### config.mk
export PLATFORM = sky130hd
export DESIGN_NAME = bounded_channel_with_wait_queues
export DESIGN_NICKNAME = d
export VERILOG_FILES = /design/src/rtl/bcwq_pkg.sv /design/src/rtl/bcwq_ram.sv /design/src/rtl/bcwq_front.sv /design/src/rtl/bcwq_back.sv /design/src/rtl/bounded_channel_with_wait_queues.sv
export SDC_FILE = /design/constraint.sdc
export NUM_CORES = 2
export LEC_CHECK = 0
export BUFFER_PORTS_ARGS = -buffer_cell sky130_fd_sc_hd__buf_2
export CORE_ASPECT_RATIO = 0.75
export CORE_MARGIN = 5
export CORE_UTILIZATION = 51
export DETAILED_ROUTE_END_ITERATION = 10
export GPL_ROUTABILITY_DRIVEN = 0
export PLACE_DENSITY = 0.74
export SYNTH_ARGS = -nofsm -noshare
export SYNTH_HDL_FRONTEND = slang
export SYNTH_HIERARCHICAL = 1
export SYNTH_SLANG_ARGS = --single-unit
### constraint.sdc
create_clock -name clk_i -period 7.6 [get_ports clk_i]
set_input_delay 0.76 -clock clk_i [delete_from_list [all_inputs] [get_ports clk_i]]
set_output_delay 0.76 -clock clk_i [all_outputs]
set_load 0.02 [all_outputs]
### src/rtl/bcwq_pkg.sv
// ----------------------------------------------------------------------------
// bcwq_pkg
// Shared types and constants for the bounded channel with wait queues.
// ----------------------------------------------------------------------------
`default_nettype none

package bcwq_pkg;

  // Fixed field widths at the block boundary
  localparam int ID_W       = 8;
  localparam int VAL_PORT_W = 64;
  localparam int CAP_W      = 5;
  localparam int EV_W       = 4;
  localparam int REQ_W      = 2;
  localparam int APB_DW     = 32;
  localparam int APB_AW     = 3;

  // Defaults for the top-level parameters
  localparam int unsigned DEF_MAX_CAPACITY = 16;
  localparam int unsigned DEF_MAX_WAITERS  = 16;
  localparam int unsigned DEF_VALUE_BITS   = 64;

  // Register map: index is paddr[2]
  localparam logic       REG_CAPACITY   = 1'b0;
  localparam logic [4:0] CAPACITY_RESET = 5'd1;

  // Request codes
  typedef enum logic [REQ_W-1:0] {
    REQ_SEND    = 2'd0,
    REQ_RECV    = 2'd1,
    REQ_CLOSE   = 2'd2,
    REQ_UNKNOWN = 2'd3
  } req_e;

  // Result event codes
  typedef enum logic [EV_W-1:0] {
    EV_VALUE         = 4'd0,
    EV_BLOCKED       = 4'd1,
    EV_BUFFERED      = 4'd2,
    EV_WAKE_READER   = 4'd3,
    EV_WAKE_WRITER   = 4'd4,
    EV_SEND_CLOSED   = 4'd5,
    EV_WRITER_CLOSED = 4'd6,
    EV_CLOSE_DONE    = 4'd7,
    EV_QUEUE_FULL    = 4'd8
  } ev_e;

  // Back-end sequencer states
  typedef enum logic [1:0] {
    ST_IDLE,
    ST_EXEC,
    ST_WAKE,
    ST_CLOSE
  } st_e;

  // Control part of a queued command
  typedef struct packed {
    req_e            op;
    logic [ID_W-1:0] id;
  } cmd_ctl_t;

endpackage

`default_nettype wire

### src/rtl/bcwq_ram.sv
// ----------------------------------------------------------------------------
// bcwq_ram
// Generic single-write, single-read RAM with registered read data.
// ----------------------------------------------------------------------------
`default_nettype none

module bcwq_ram #(
  parameter int unsigned WIDTH = 8,
  parameter int unsigned DEPTH = 16,
  localparam int unsigned AW = (DEPTH > 1) ? $clog2(DEPTH) : 1
) (
  input  wire logic             clk_i,
  input  wire logic             we_i,
  input  wire logic [AW-1:0]    waddr_i,
  input  wire logic [WIDTH-1:0] wdata_i,
  input  wire logic [AW-1:0]    raddr_i,
  output logic      [WIDTH-1:0] rdata_o
);

  logic [WIDTH-1:0] mem_q [DEPTH];
  logic [WIDTH-1:0] rdata_q;

  // Write port and registered read (read-before-write)
  always_ff @(posedge clk_i) begin
    if (we_i) begin
      mem_q[waddr_i] <= wdata_i;
    end
    rdata_q <= mem_q[raddr_i];
  end

  assign rdata_o = rdata_q;

endmodule

`default_nettype wire

### src/rtl/bcwq_front.sv
// ----------------------------------------------------------------------------
// bcwq_front
// Request intake: filters unknown request codes and buffers commands in a
// two-word queue so the back end can work while the next request arrives.
// ----------------------------------------------------------------------------
`default_nettype none

module bcwq_front #(
  parameter int unsigned VALUE_BITS = bcwq_pkg::DEF_VALUE_BITS
) (
  input  wire logic                              clk_i,
  input  wire logic                              rst_ni,
  input  wire logic                              start,
  output logic                                   busy,
  input  wire logic [bcwq_pkg::REQ_W-1:0]        req_type_i,
  input  wire logic [bcwq_pkg::ID_W-1:0]         requester_id_i,
  input  wire logic [bcwq_pkg::VAL_PORT_W-1:0]   send_value_i,
  output logic                                   cmd_valid_o,
  output bcwq_pkg::cmd_ctl_t                     cmd_ctl_o,
  output logic [VALUE_BITS-1:0]                  cmd_value_o,
  input  wire logic                              cmd_pop_i
);

  bcwq_pkg::cmd_ctl_t    ctl_q [2];
  logic [VALUE_BITS-1:0] val_q [2];
  logic                  wr_ptr_q, wr_ptr_d;
  logic                  rd_ptr_q, rd_ptr_d;
  logic [1:0]            cnt_q, cnt_d;
  logic                  accept;
  logic                  push;
  bcwq_pkg::req_e        op;

  assign op     = bcwq_pkg::req_e'(req_type_i);
  assign busy   = (cnt_q == 2'd2);
  assign accept = start && !busy;
  // Unknown codes are accepted and dropped here
  assign push   = accept && (op != bcwq_pkg::REQ_UNKNOWN);

  // Pointer and fill bookkeeping
  always_comb begin
    wr_ptr_d = push      ? ~wr_ptr_q : wr_ptr_q;
    rd_ptr_d = cmd_pop_i ? ~rd_ptr_q : rd_ptr_q;
    cnt_d    = cnt_q + 2'(push) - 2'(cmd_pop_i);
  end

  always_ff @(posedge clk_i or negedge rst_ni) begin
    if (!rst_ni) begin
      wr_ptr_q <= 1'b0;
      rd_ptr_q <= 1'b0;
      cnt_q    <= 2'd0;
    end else begin
      wr_ptr_q <= wr_ptr_d;
      rd_ptr_q <= rd_ptr_d;
      cnt_q    <= cnt_d;
    end
  end

  // Queue storage
  always_ff @(posedge clk_i) begin
    if (push) begin
      ctl_q[wr_ptr_q].op <= op;
      ctl_q[wr_ptr_q].id <= requester_id_i;
      val_q[wr_ptr_q]    <= send_value_i[VALUE_BITS-1:0];
    end
  end

  assign cmd_valid_o = (cnt_q != 2'd0);
  assign cmd_ctl_o   = ctl_q[rd_ptr_q];
  assign cmd_value_o = val_q[rd_ptr_q];

endmodule

`default_nettype wire

### src/rtl/bcwq_back.sv
// ----------------------------------------------------------------------------
// bcwq_back
// Channel engine: value buffer, blocked-reader and blocked-writer queues,
// closed flag, and the sequencer that turns each command into results.
// ----------------------------------------------------------------------------
`default_nettype none

module bcwq_back #(
  parameter int unsigned MAX_CAPACITY = bcwq_pkg::DEF_MAX_CAPACITY,
  parameter int unsigned MAX_WAITERS  = bcwq_pkg::DEF_MAX_WAITERS,
  parameter int unsigned VALUE_BITS   = bcwq_pkg::DEF_VALUE_BITS
) (
  input  wire logic                             clk_i,
  input  wire logic                             rst_ni,
  input  wire logic                             cmd_valid_i,
  input  wire bcwq_pkg::cmd_ctl_t               cmd_ctl_i,
  input  wire logic [VALUE_BITS-1:0]            cmd_value_i,
  output logic                                  cmd_pop_o,
  input  wire logic [bcwq_pkg::CAP_W-1:0]       capacity_i,
  output logic                                  result_strobe_o,
  output logic [bcwq_pkg::EV_W-1:0]             event_res_o,
  output logic [bcwq_pkg::ID_W-1:0]             result_id_o,
  output logic [bcwq_pkg::VAL_PORT_W-1:0]       data_value_o,
  output logic                                  has_value_o,
  output logic                                  last_o
);

  localparam int IDW  = bcwq_pkg::ID_W;
  localparam int VPW  = bcwq_pkg::VAL_PORT_W;
  localparam int VCW  = $clog2(MAX_CAPACITY + 1);
  localparam int VAW  = (MAX_CAPACITY > 1) ? $clog2(MAX_CAPACITY) : 1;
  localparam int VSW  = VCW + 1;
  localparam int WCW  = $clog2(MAX_WAITERS + 1);
  localparam int WAW  = (MAX_WAITERS > 1) ? $clog2(MAX_WAITERS) : 1;
  localparam int WSW  = WCW + 1;
  localparam int CMPW = (VCW > bcwq_pkg::CAP_W) ? VCW : bcwq_pkg::CAP_W;
  localparam int WRW  = IDW + VALUE_BITS;

  // Sequencer and command registers
  bcwq_pkg::st_e         state_q, state_d;
  bcwq_pkg::cmd_ctl_t    cmd_q;
  logic [VALUE_BITS-1:0] cmd_value_q;
  logic                  closed_q, closed_d;
  logic [IDW-1:0]        wake_id_q, wake_id_d;

  // Queue pointers and counts
  logic [VAW-1:0] value_head_q, value_head_d, value_tail;
  logic [VCW-1:0] value_count_q, value_count_d;
  logic [WAW-1:0] reader_head_q, reader_head_d, reader_tail;
  logic [WCW-1:0] reader_count_q, reader_count_d;
  logic [WAW-1:0] writer_head_q, writer_head_d, writer_tail;
  logic [WCW-1:0] writer_count_q, writer_count_d;
  logic [VSW-1:0] v_sum;
  logic [WSW-1:0] r_sum, w_sum;

  // Queue operations chosen this cycle
  logic v_push, v_pop, r_push, r_pop, w_push, w_pop;
  logic [VALUE_BITS-1:0] v_wdata;

  // RAM read data
  logic [VALUE_BITS-1:0] value_rdata;
  logic [IDW-1:0]        reader_rdata;
  logic [WRW-1:0]        writer_rdata;
  logic [IDW-1:0]        w_rd_id;
  logic [VALUE_BITS-1:0] w_rd_val;

  // Status
  logic [CMPW-1:0] cap_in, cap_eff;
  logic v_nonempty, r_nonempty, w_nonempty, v_room, r_room, w_room;

  // Result registers
  logic                  res_valid_q, res_valid_d;
  bcwq_pkg::ev_e         res_event_q, res_event_d;
  logic [IDW-1:0]        res_tid_q, res_tid_d;
  logic [VALUE_BITS-1:0] res_data_q, res_data_d;
  logic                  res_hv_q, res_hv_d;
  logic                  res_last_q, res_last_d;

  assign w_rd_id  = writer_rdata[WRW-1:VALUE_BITS];
  assign w_rd_val = writer_rdata[VALUE_BITS-1:0];

  // Status flags; capacity clamps at the buffer depth
  always_comb begin
    cap_in     = CMPW'(capacity_i);
    cap_eff    = (cap_in > CMPW'(MAX_CAPACITY)) ? CMPW'(MAX_CAPACITY) : cap_in;
    v_nonempty = (value_count_q != '0);
    r_nonempty = (reader_count_q != '0);
    w_nonempty = (writer_count_q != '0);
    v_room     = (CMPW'(value_count_q) < cap_eff);
    r_room     = (reader_count_q < WCW'(MAX_WAITERS));
    w_room     = (writer_count_q < WCW'(MAX_WAITERS));
  end

  // Tail slots: head + count, one wrap at most
  always_comb begin
    v_sum = VSW'(value_head_q) + VSW'(value_count_q);
    r_sum = WSW'(reader_head_q) + WSW'(reader_count_q);
    w_sum = WSW'(writer_head_q) + WSW'(writer_count_q);
    value_tail  = (v_sum >= VSW'(MAX_CAPACITY)) ? VAW'(v_sum - VSW'(MAX_CAPACITY))
                                                : VAW'(v_sum);
    reader_tail = (r_sum >= WSW'(MAX_WAITERS)) ? WAW'(r_sum - WSW'(MAX_WAITERS))
                                               : WAW'(r_sum);
    writer_tail = (w_sum >= WSW'(MAX_WAITERS)) ? WAW'(w_sum - WSW'(MAX_WAITERS))
                                               : WAW'(w_sum);
  end

  // Next state
  always_comb begin
    state_d = state_q;
    unique case (state_q)
      bcwq_pkg::ST_IDLE: begin
        if (cmd_valid_i) state_d = bcwq_pkg::ST_EXEC;
      end
      bcwq_pkg::ST_EXEC: begin
        unique case (cmd_q.op)
          bcwq_pkg::REQ_SEND:  state_d = bcwq_pkg::ST_IDLE;
          bcwq_pkg::REQ_RECV:  state_d = w_nonempty ? bcwq_pkg::ST_WAKE : bcwq_pkg::ST_IDLE;
          default:             state_d = bcwq_pkg::ST_CLOSE;
        endcase
      end
      bcwq_pkg::ST_WAKE: begin
        state_d = bcwq_pkg::ST_IDLE;
      end
      bcwq_pkg::ST_CLOSE: begin
        if (!r_nonempty && !w_nonempty) state_d = bcwq_pkg::ST_IDLE;
      end
      default: state_d = bcwq_pkg::ST_IDLE;
    endcase
  end

  // Outputs: queue operations, flags and the result word
  always_comb begin
    cmd_pop_o   = 1'b0;
    v_push      = 1'b0;
    v_pop       = 1'b0;
    r_push      = 1'b0;
    r_pop       = 1'b0;
    w_push      = 1'b0;
    w_pop       = 1'b0;
    v_wdata     = cmd_value_q;
    closed_d    = closed_q;
    wake_id_d   = wake_id_q;
    res_valid_d = 1'b0;
    res_event_d = bcwq_pkg::EV_VALUE;
    res_tid_d   = cmd_q.id;
    res_data_d  = '0;
    res_hv_d    = 1'b0;
    res_last_d  = 1'b1;
    unique case (state_q)
      bcwq_pkg::ST_IDLE: begin
        cmd_pop_o = cmd_valid_i;
      end
      bcwq_pkg::ST_EXEC: begin
        res_valid_d = 1'b1;
        unique case (cmd_q.op)
          bcwq_pkg::REQ_SEND: begin
            priority if (closed_q) begin
              res_event_d = bcwq_pkg::EV_SEND_CLOSED;
            end else if (r_nonempty) begin
              // hand the value straight to the oldest reader
              r_pop       = 1'b1;
              res_event_d = bcwq_pkg::EV_WAKE_READER;
              res_tid_d   = reader_rdata;
              res_data_d  = cmd_value_q;
              res_hv_d    = 1'b1;
            end else if (v_room) begin
              v_push      = 1'b1;
              res_event_d = bcwq_pkg::EV_BUFFERED;
            end else if (w_room) begin
              w_push      = 1'b1;
              res_event_d = bcwq_pkg::EV_BLOCKED;
            end else begin
              res_event_d = bcwq_pkg::EV_QUEUE_FULL;
            end
          end
          bcwq_pkg::REQ_RECV: begin
            priority if (v_nonempty) begin
              v_pop       = 1'b1;
              res_event_d = bcwq_pkg::EV_VALUE;
              res_data_d  = value_rdata;
              res_hv_d    = 1'b1;
              // refill the buffer from the oldest blocked writer
              if (w_nonempty) begin
                w_pop      = 1'b1;
                v_push     = 1'b1;
                v_wdata    = w_rd_val;
                wake_id_d  = w_rd_id;
                res_last_d = 1'b0;
              end
            end else if (w_nonempty) begin
              w_pop       = 1'b1;
              wake_id_d   = w_rd_id;
              res_event_d = bcwq_pkg::EV_VALUE;
              res_data_d  = w_rd_val;
              res_hv_d    = 1'b1;
              res_last_d  = 1'b0;
            end else if (closed_q) begin
              res_event_d = bcwq_pkg::EV_VALUE;
            end else if (r_room) begin
              r_push      = 1'b1;
              res_event_d = bcwq_pkg::EV_BLOCKED;
            end else begin
              res_event_d = bcwq_pkg::EV_QUEUE_FULL;
            end
          end
          default: begin
            // close: flag now, drain the waiters next
            closed_d    = 1'b1;
            res_valid_d = 1'b0;
          end
        endcase
      end
      bcwq_pkg::ST_WAKE: begin
        res_valid_d = 1'b1;
        res_event_d = bcwq_pkg::EV_WAKE_WRITER;
        res_tid_d   = wake_id_q;
      end
      bcwq_pkg::ST_CLOSE: begin
        res_valid_d = 1'b1;
        priority if (r_nonempty) begin
          r_pop       = 1'b1;
          res_event_d = bcwq_pkg::EV_WAKE_READER;
          res_tid_d   = reader_rdata;
          res_last_d  = 1'b0;
        end else if (w_nonempty) begin
          w_pop       = 1'b1;
          res_event_d = bcwq_pkg::EV_WRITER_CLOSED;
          res_tid_d   = w_rd_id;
          res_last_d  = 1'b0;
        end else begin
          res_event_d = bcwq_pkg::EV_CLOSE_DONE;
        end
      end
      default: ;
    endcase
  end

  // Pointer and count updates
  always_comb begin
    value_head_d   = value_head_q;
    reader_head_d  = reader_head_q;
    writer_head_d  = writer_head_q;
    if (v_pop) begin
      value_head_d = (value_head_q == VAW'(MAX_CAPACITY - 1)) ? '0 : value_head_q + 1'b1;
    end
    if (r_pop) begin
      reader_head_d = (reader_head_q == WAW'(MAX_WAITERS - 1)) ? '0 : reader_head_q + 1'b1;
    end
    if (w_pop) begin
      writer_head_d = (writer_head_q == WAW'(MAX_WAITERS - 1)) ? '0 : writer_head_q + 1'b1;
    end
    value_count_d  = value_count_q + VCW'(v_push) - VCW'(v_pop);
    reader_count_d = reader_count_q + WCW'(r_push) - WCW'(r_pop);
    writer_count_d = writer_count_q + WCW'(w_push) - WCW'(w_pop);
  end

  // Control registers
  always_ff @(posedge clk_i or negedge rst_ni) begin
    if (!rst_ni) begin
      state_q        <= bcwq_pkg::ST_IDLE;
      closed_q       <= 1'b0;
      value_head_q   <= '0;
      value_count_q  <= '0;
      reader_head_q  <= '0;
      reader_count_q <= '0;
      writer_head_q  <= '0;
      writer_count_q <= '0;
      res_valid_q    <= 1'b0;
    end else begin
      state_q        <= state_d;
      closed_q       <= closed_d;
      value_head_q   <= value_head_d;
      value_count_q  <= value_count_d;
      reader_head_q  <= reader_head_d;
      reader_count_q <= reader_count_d;
      writer_head_q  <= writer_head_d;
      writer_count_q <= writer_count_d;
      res_valid_q    <= res_valid_d;
    end
  end

  // Payload registers
  always_ff @(posedge clk_i) begin
    if (cmd_pop_o) begin
      cmd_q       <= cmd_ctl_i;
      cmd_value_q <= cmd_value_i;
    end
    wake_id_q   <= wake_id_d;
    res_event_q <= res_event_d;
    res_tid_q   <= res_tid_d;
    res_data_q  <= res_data_d;
    res_hv_q    <= res_hv_d;
    res_last_q  <= res_last_d;
  end

  // Storage; read addresses follow the next head so data tracks the head
  bcwq_ram #(
    .WIDTH (VALUE_BITS),
    .DEPTH (MAX_CAPACITY)
  ) u_value_ram (
    .clk_i   (clk_i),
    .we_i    (v_push),
    .waddr_i (value_tail),
    .wdata_i (v_wdata),
    .raddr_i (value_head_d),
    .rdata_o (value_rdata)
  );

  bcwq_ram #(
    .WIDTH (IDW),
    .DEPTH (MAX_WAITERS)
  ) u_reader_ram (
    .clk_i   (clk_i),
    .we_i    (r_push),
    .waddr_i (reader_tail),
    .wdata_i (cmd_q.id),
    .raddr_i (reader_head_d),
    .rdata_o (reader_rdata)
  );

  bcwq_ram #(
    .WIDTH (WRW),
    .DEPTH (MAX_WAITERS)
  ) u_writer_ram (
    .clk_i   (clk_i),
    .we_i    (w_push),
    .waddr_i (writer_tail),
    .wdata_i ({cmd_q.id, cmd_value_q}),
    .raddr_i (writer_head_d),
    .rdata_o (writer_rdata)
  );

  assign result_strobe_o = res_valid_q;
  assign event_res_o     = res_event_q;
  assign result_id_o     = res_tid_q;
  assign data_value_o    = VPW'(res_data_q);
  assign has_value_o     = res_hv_q;
  assign last_o          = res_last_q;

endmodule

`default_nettype wire

### src/rtl/bounded_channel_with_wait_queues.sv
// ----------------------------------------------------------------------------
// bounded_channel_with_wait_queues
// Message channel between threads with a bounded value buffer and queues of
// blocked readers and blocked writers.
// ----------------------------------------------------------------------------
// A request (send, receive or close) is taken when start is high and busy is
// low; a two-word command queue in front lets up to two requests wait while
// the engine works. The engine first loads a command and then executes it; a
// receive that also wakes a blocked writer gives a second result for the
// wake, and a close releases each waiter it holds, one result per cycle,
// and ends with a close-done result. Each result
// is shown for exactly one cycle with result_strobe_o and cannot be held
// off, so the receiver must take it in that cycle. last_o marks the final
// result of a request. Requests with the unknown code 3 are taken and give
// no result. buffer_capacity is written through the APB port at address 0
// and should only change while the channel is idle.
// ----------------------------------------------------------------------------
`default_nettype none

module bounded_channel_with_wait_queues #(
  parameter int unsigned MAX_CAPACITY = bcwq_pkg::DEF_MAX_CAPACITY,
  parameter int unsigned MAX_WAITERS  = bcwq_pkg::DEF_MAX_WAITERS,
  parameter int unsigned VALUE_BITS   = bcwq_pkg::DEF_VALUE_BITS
) (
  input  wire logic                            clk_i,
  input  wire logic                            rst_ni,
  // command interface
  input  wire logic                            start,
  output logic                                 busy,
  input  wire logic [bcwq_pkg::REQ_W-1:0]      req_type_i,
  input  wire logic [bcwq_pkg::ID_W-1:0]       requester_id_i,
  input  wire logic [bcwq_pkg::VAL_PORT_W-1:0] send_value_i,
  // results
  output logic                                 result_strobe_o,
  output logic [bcwq_pkg::EV_W-1:0]            event_res_o,
  output logic [bcwq_pkg::ID_W-1:0]            result_id_o,
  output logic [bcwq_pkg::VAL_PORT_W-1:0]      data_value_o,
  output logic                                 has_value_o,
  output logic                                 last_o,
  // APB configuration
  input  wire logic                            psel,
  input  wire logic                            penable,
  input  wire logic                            pwrite,
  input  wire logic [bcwq_pkg::APB_AW-1:0]     paddr,
  input  wire logic [bcwq_pkg::APB_DW-1:0]     pwdata,
  output logic [bcwq_pkg::APB_DW-1:0]          prdata,
  output logic                                 pready
);

  localparam int DW = bcwq_pkg::APB_DW;

  logic [bcwq_pkg::CAP_W-1:0] capacity_q, capacity_d;
  logic                       cfg_wr;
  logic                       cmd_valid;
  logic                       cmd_pop;
  bcwq_pkg::cmd_ctl_t         cmd_ctl;
  logic [VALUE_BITS-1:0]      cmd_value;

  // Configuration register
  assign pready = 1'b1;
  assign cfg_wr = psel && penable && pwrite && pready
                  && (paddr[2] == bcwq_pkg::REG_CAPACITY);

  always_comb begin
    capacity_d = cfg_wr ? pwdata[bcwq_pkg::CAP_W-1:0] : capacity_q;
    prdata     = (paddr[2] == bcwq_pkg::REG_CAPACITY) ? DW'(capacity_q) : '0;
  end

  always_ff @(posedge clk_i or negedge rst_ni) begin
    if (!rst_ni) begin
      capacity_q <= bcwq_pkg::CAPACITY_RESET;
    end else begin
      capacity_q <= capacity_d;
    end
  end

  // Request intake
  bcwq_front #(
    .VALUE_BITS (VALUE_BITS)
  ) u_front (
    .clk_i          (clk_i),
    .rst_ni         (rst_ni),
    .start          (start),
    .busy           (busy),
    .req_type_i     (req_type_i),
    .requester_id_i (requester_id_i),
    .send_value_i   (send_value_i),
    .cmd_valid_o    (cmd_valid),
    .cmd_ctl_o      (cmd_ctl),
    .cmd_value_o    (cmd_value),
    .cmd_pop_i      (cmd_pop)
  );

  // Channel engine
  bcwq_back #(
    .MAX_CAPACITY (MAX_CAPACITY),
    .MAX_WAITERS  (MAX_WAITERS),
    .VALUE_BITS   (VALUE_BITS)
  ) u_back (
    .clk_i           (clk_i),
    .rst_ni          (rst_ni),
    .cmd_valid_i     (cmd_valid),
    .cmd_ctl_i       (cmd_ctl),
    .cmd_value_i     (cmd_value),
    .cmd_pop_o       (cmd_pop),
    .capacity_i      (capacity_q),
    .result_strobe_o (result_strobe_o),
    .event_res_o     (event_res_o),
    .result_id_o     (result_id_o),
    .data_value_o    (data_value_o),
    .has_value_o     (has_value_o),
    .last_o          (last_o)
  );

endmodule

`default_nettype wire
==> flow_metrics.env <==
export IMPL_leakage_nw=37.69
export IMPL_fmax_ghz=0.1981
export IMPL_ios=228
export IMPL_grt_use_total_pct=22.17
export IMPL_synth_ff_type="edfxtp_1"
export IMPL_fillers=14100
export IMPL_start_kind="flip-flop"
export IMPL_die_area_mm2=0.2138
export IMPL_tritoncts="built"
export IMPL_drt_initial_drc_count=6575
export IMPL_yosys_warnings=6
export IMPL_grt_max_degree=153
export IMPL_irDropWorstVdd_uv=393.5
export IMPL_nets=5165
export IMPL_max_slew_margin_pct=11.22
export IMPL_netlist_area_mm2=0.1043
export IMPL_period_needed_ns=5.049
export IMPL_ctsResizeCount=0
export IMPL_cp_max_fo=44
export IMPL_layout_cells_non_filler=7901
export IMPL_wl_per_cell_um=30.24
export IMPL_htree_levels=4
export IMPL_yosys_mux_area_fraction_pct=14.40
export IMPL_period_share_pct=66.44
export IMPL_synth_xor_area_share_pct=0.2351
export IMPL_synthSimpleGateAreaFrac_pct=1.668
export IMPL_coreArea_mm2=0.2031
export IMPL_root_buffer="clkbuf_16"
export IMPL_async_flop_share_pct=1.431
export IMPL_worstPathArrival_ns=5.57
export IMPL_final_area_mm2=0.1169
export IMPL_cts_hold_buf=16
export IMPL_drt_pass1_iter_count=8
export IMPL_hold_class="primary input to asynchronous set/reset pin"
export IMPL_met3_usage_pct=3.851
export IMPL_power_mw=45.57
export IMPL_grt_use_met2_pct=34.84
export IMPL_final_common_cell="edfxtp_1"
export IMPL_setup_violations=0
export IMPL_synth_top_family_by_area="multiplexers"
export IMPL_ys_types=69
export IMPL_gr_usage_met1_pct=32.52
export IMPL_outcome="completed"
export IMPL_worstSetupPathType="flip-flop to flip-flop"
export IMPL_fin_skew_ns=0.05156
export IMPL_ys_seq_elements=2796
export IMPL_die_width_um=532.3
export IMPL_first_global_vias=50691
export IMPL_mostFrequentLayoutCells="edfxtp_1, mux4_2, a22oi_1"
export IMPL_clk_latency_ns=0.90
export IMPL_via_per_inst=6.303
export IMPL_whs_ns=0.05166
export IMPL_cts_sinks=2796
export IMPL_final_util_pct=57.58
export IMPL_timing_final_ws_setup_ns=2.551
export IMPL_synth_edf_count=2534
export IMPL_hold_viol=0
export IMPL_drive_above_1_share_pct=27.58
export IMPL_gr_max_usage_layer="met2"
export IMPL_finalMaxSlewViolations=0
export IMPL_critPathCaptureType="flip-flop"
export IMPL_dp_hpwl_mm=127.8
export IMPL_p_per_area_mw_per_mm2=389.8
export IMPL_drv_cap=0
export IMPL_vias=49801
export IMPL_ant_nets=0
export IMPL_syn_avg_cell_area_um2=22.17
export IMPL_drcViolationCount=0
export IMPL_place_ws_ns=2.546
export IMPL_grt_antenna_before_repair=3
export IMPL_cts_buffers_inserted=249
export IMPL_synth_fa_ha_area_share_pct=0.5469
export IMPL_grt_pass1_wl_mm=349.5
export IMPL_fp_dieH_um=401.7
export IMPL_placed_cell_area_mm2=0.1084
export IMPL_syn2layout_area_growth_pct=12.08
export IMPL_cts_setup_buffers=0
export IMPL_grt_overflow=0
export IMPL_register_area_mm2=0.08154
export IMPL_start_util_pct=51.37
export IMPL_drt_total_wl_mm=239.0
export IMPL_synth_compound_area_share_pct=3.237
export IMPL_io_buffers=170
export IMPL_setup_tns_ns=0
export IMPL_cp_required_ns=8.12
export IMPL_dp_cells=7423
export IMPL_worst_slew_pin_slew_ns=1.329
export IMPL_clockBufferDepth=4
export IMPL_rows=143
export IMPL_path_clk_slew_ns=0.07
export IMPL_rsz0062_at_grt="no"
export IMPL_synth_cells=4705
export IMPL_multi_input_area_mm2=0.02144
export IMPL_synth_seq_area_share_pct=78.16
routing by layer:
layer,vias to the layer above,routed length (um)
met2,2941,114100
li1,20230,-
met5,-,0
met1,26247,93510
met4,0,6923
met3,383,24440
state kept, by name, indices dropped and copies added, names as in the netlist, 64 cells and up:
signal and cells:
u_back/u_writer_ram/mem_q 1152, u_back/cmd_value_q 64, u_back/u_value_ram/rdata_o 64, u_back/u_writer_ram/rdata_o 72, u_back/data_value_o 64, u_front/val_q 128
u_back/u_value_ram/mem_q 1024, u_back/u_reader_ram/mem_q 128
path summary, 6_finish.rpt:
check | depth (start not counted) | to | slack [ns] | start
worst min-delay path | 1 | u_back/value_count_q[1] | 0.05 | rst_ni
worst min register to register | 0 | u_back/wake_id_q[2] | 0.45 | u_back/u_writer_ram/rdata_o[66]
worst max-delay path | 10 | u_back/u_writer_ram/mem_q[3][25] | 2.55 | capacity_q[4]
worst max register to register | 10 | u_back/u_writer_ram/mem_q[3][25] | 2.55 | capacity_q[4]
max in group asynchronous | 1 | u_front/rd_ptr_q | 6.82 | rst_ni
min in group clk_i | 1 | u_front/val_q[0][59] | 0.07 | send_value_i[59]
area by class of cell:
class	count	area share [%]
Clock buffer	337	5.886
Sequential cell	2796	69.74
Inverter	38	0.1220
Multi-Input combinational cell	1627	18.33
Antenna cell	1	0.002140
Tap cell	2682	2.870
Timing Repair Buffer	296	1.796
Clock inverter	124	1.252
Yosys cell counts (all sizes together) (8+ instances only):
library cell	n	area share, %
a32o	11	0.11
mux2	147	1.9
inv	38	0.14
a21o	9	0.065
a222oi	64	0.61
a21oi	17	0.085
a221o	8	0.077
xor2	11	0.092
a22oi	288	2.1
buf	159	1.2
mux4	576	12
nor2	123	0.44
clkbuf	108	0.39
nand2	172	0.62
o2bb2ai	8	0.067
nand2b	9	0.054
dfxtp	222	4.3
ha	36	0.43
nor3	18	0.097
dfrtp	39	0.94
xnor2	17	0.14
edfxtp	2534	73
cell families after synthesis:
logic type | Yosys count
and+or+nand+nor | 377
muxes | 724
DFF | 2796
xor gates and xnor gates | 28
adders and majority gates | 42
AOI/OAI and AO/OA | 428
other | 2
buffers and inverters | 308
critical path: stages, from the launching register on:
cell	delay, ns
dfrtp_1	0.41
inv_1	0.13
nand2_1	0.07
ha_1	0.31
nand4_1	0.10
o21ai_0	0.66
nor2_1	0.30
nor4_1	0.57
or3b_2	0.63
nor2_4	1.02
buf_12	0.44
power breakdown:
| group | total [mW] | switching (mW) | internal [mW] | leakage (nW) |
|---|---|---|---|---|
| Sequential | 21.0 | 1.58 | 19.4 | 25.1 |
| Combinational | 11.8 | 6.53 | 5.24 | 8.46 |
| Clock | 12.8 | 5.48 | 7.33 | 4.08 |
| Total | 45.6 | 13.6 | 32.0 | 37.7 |
(Power assumes the default switching activity.)
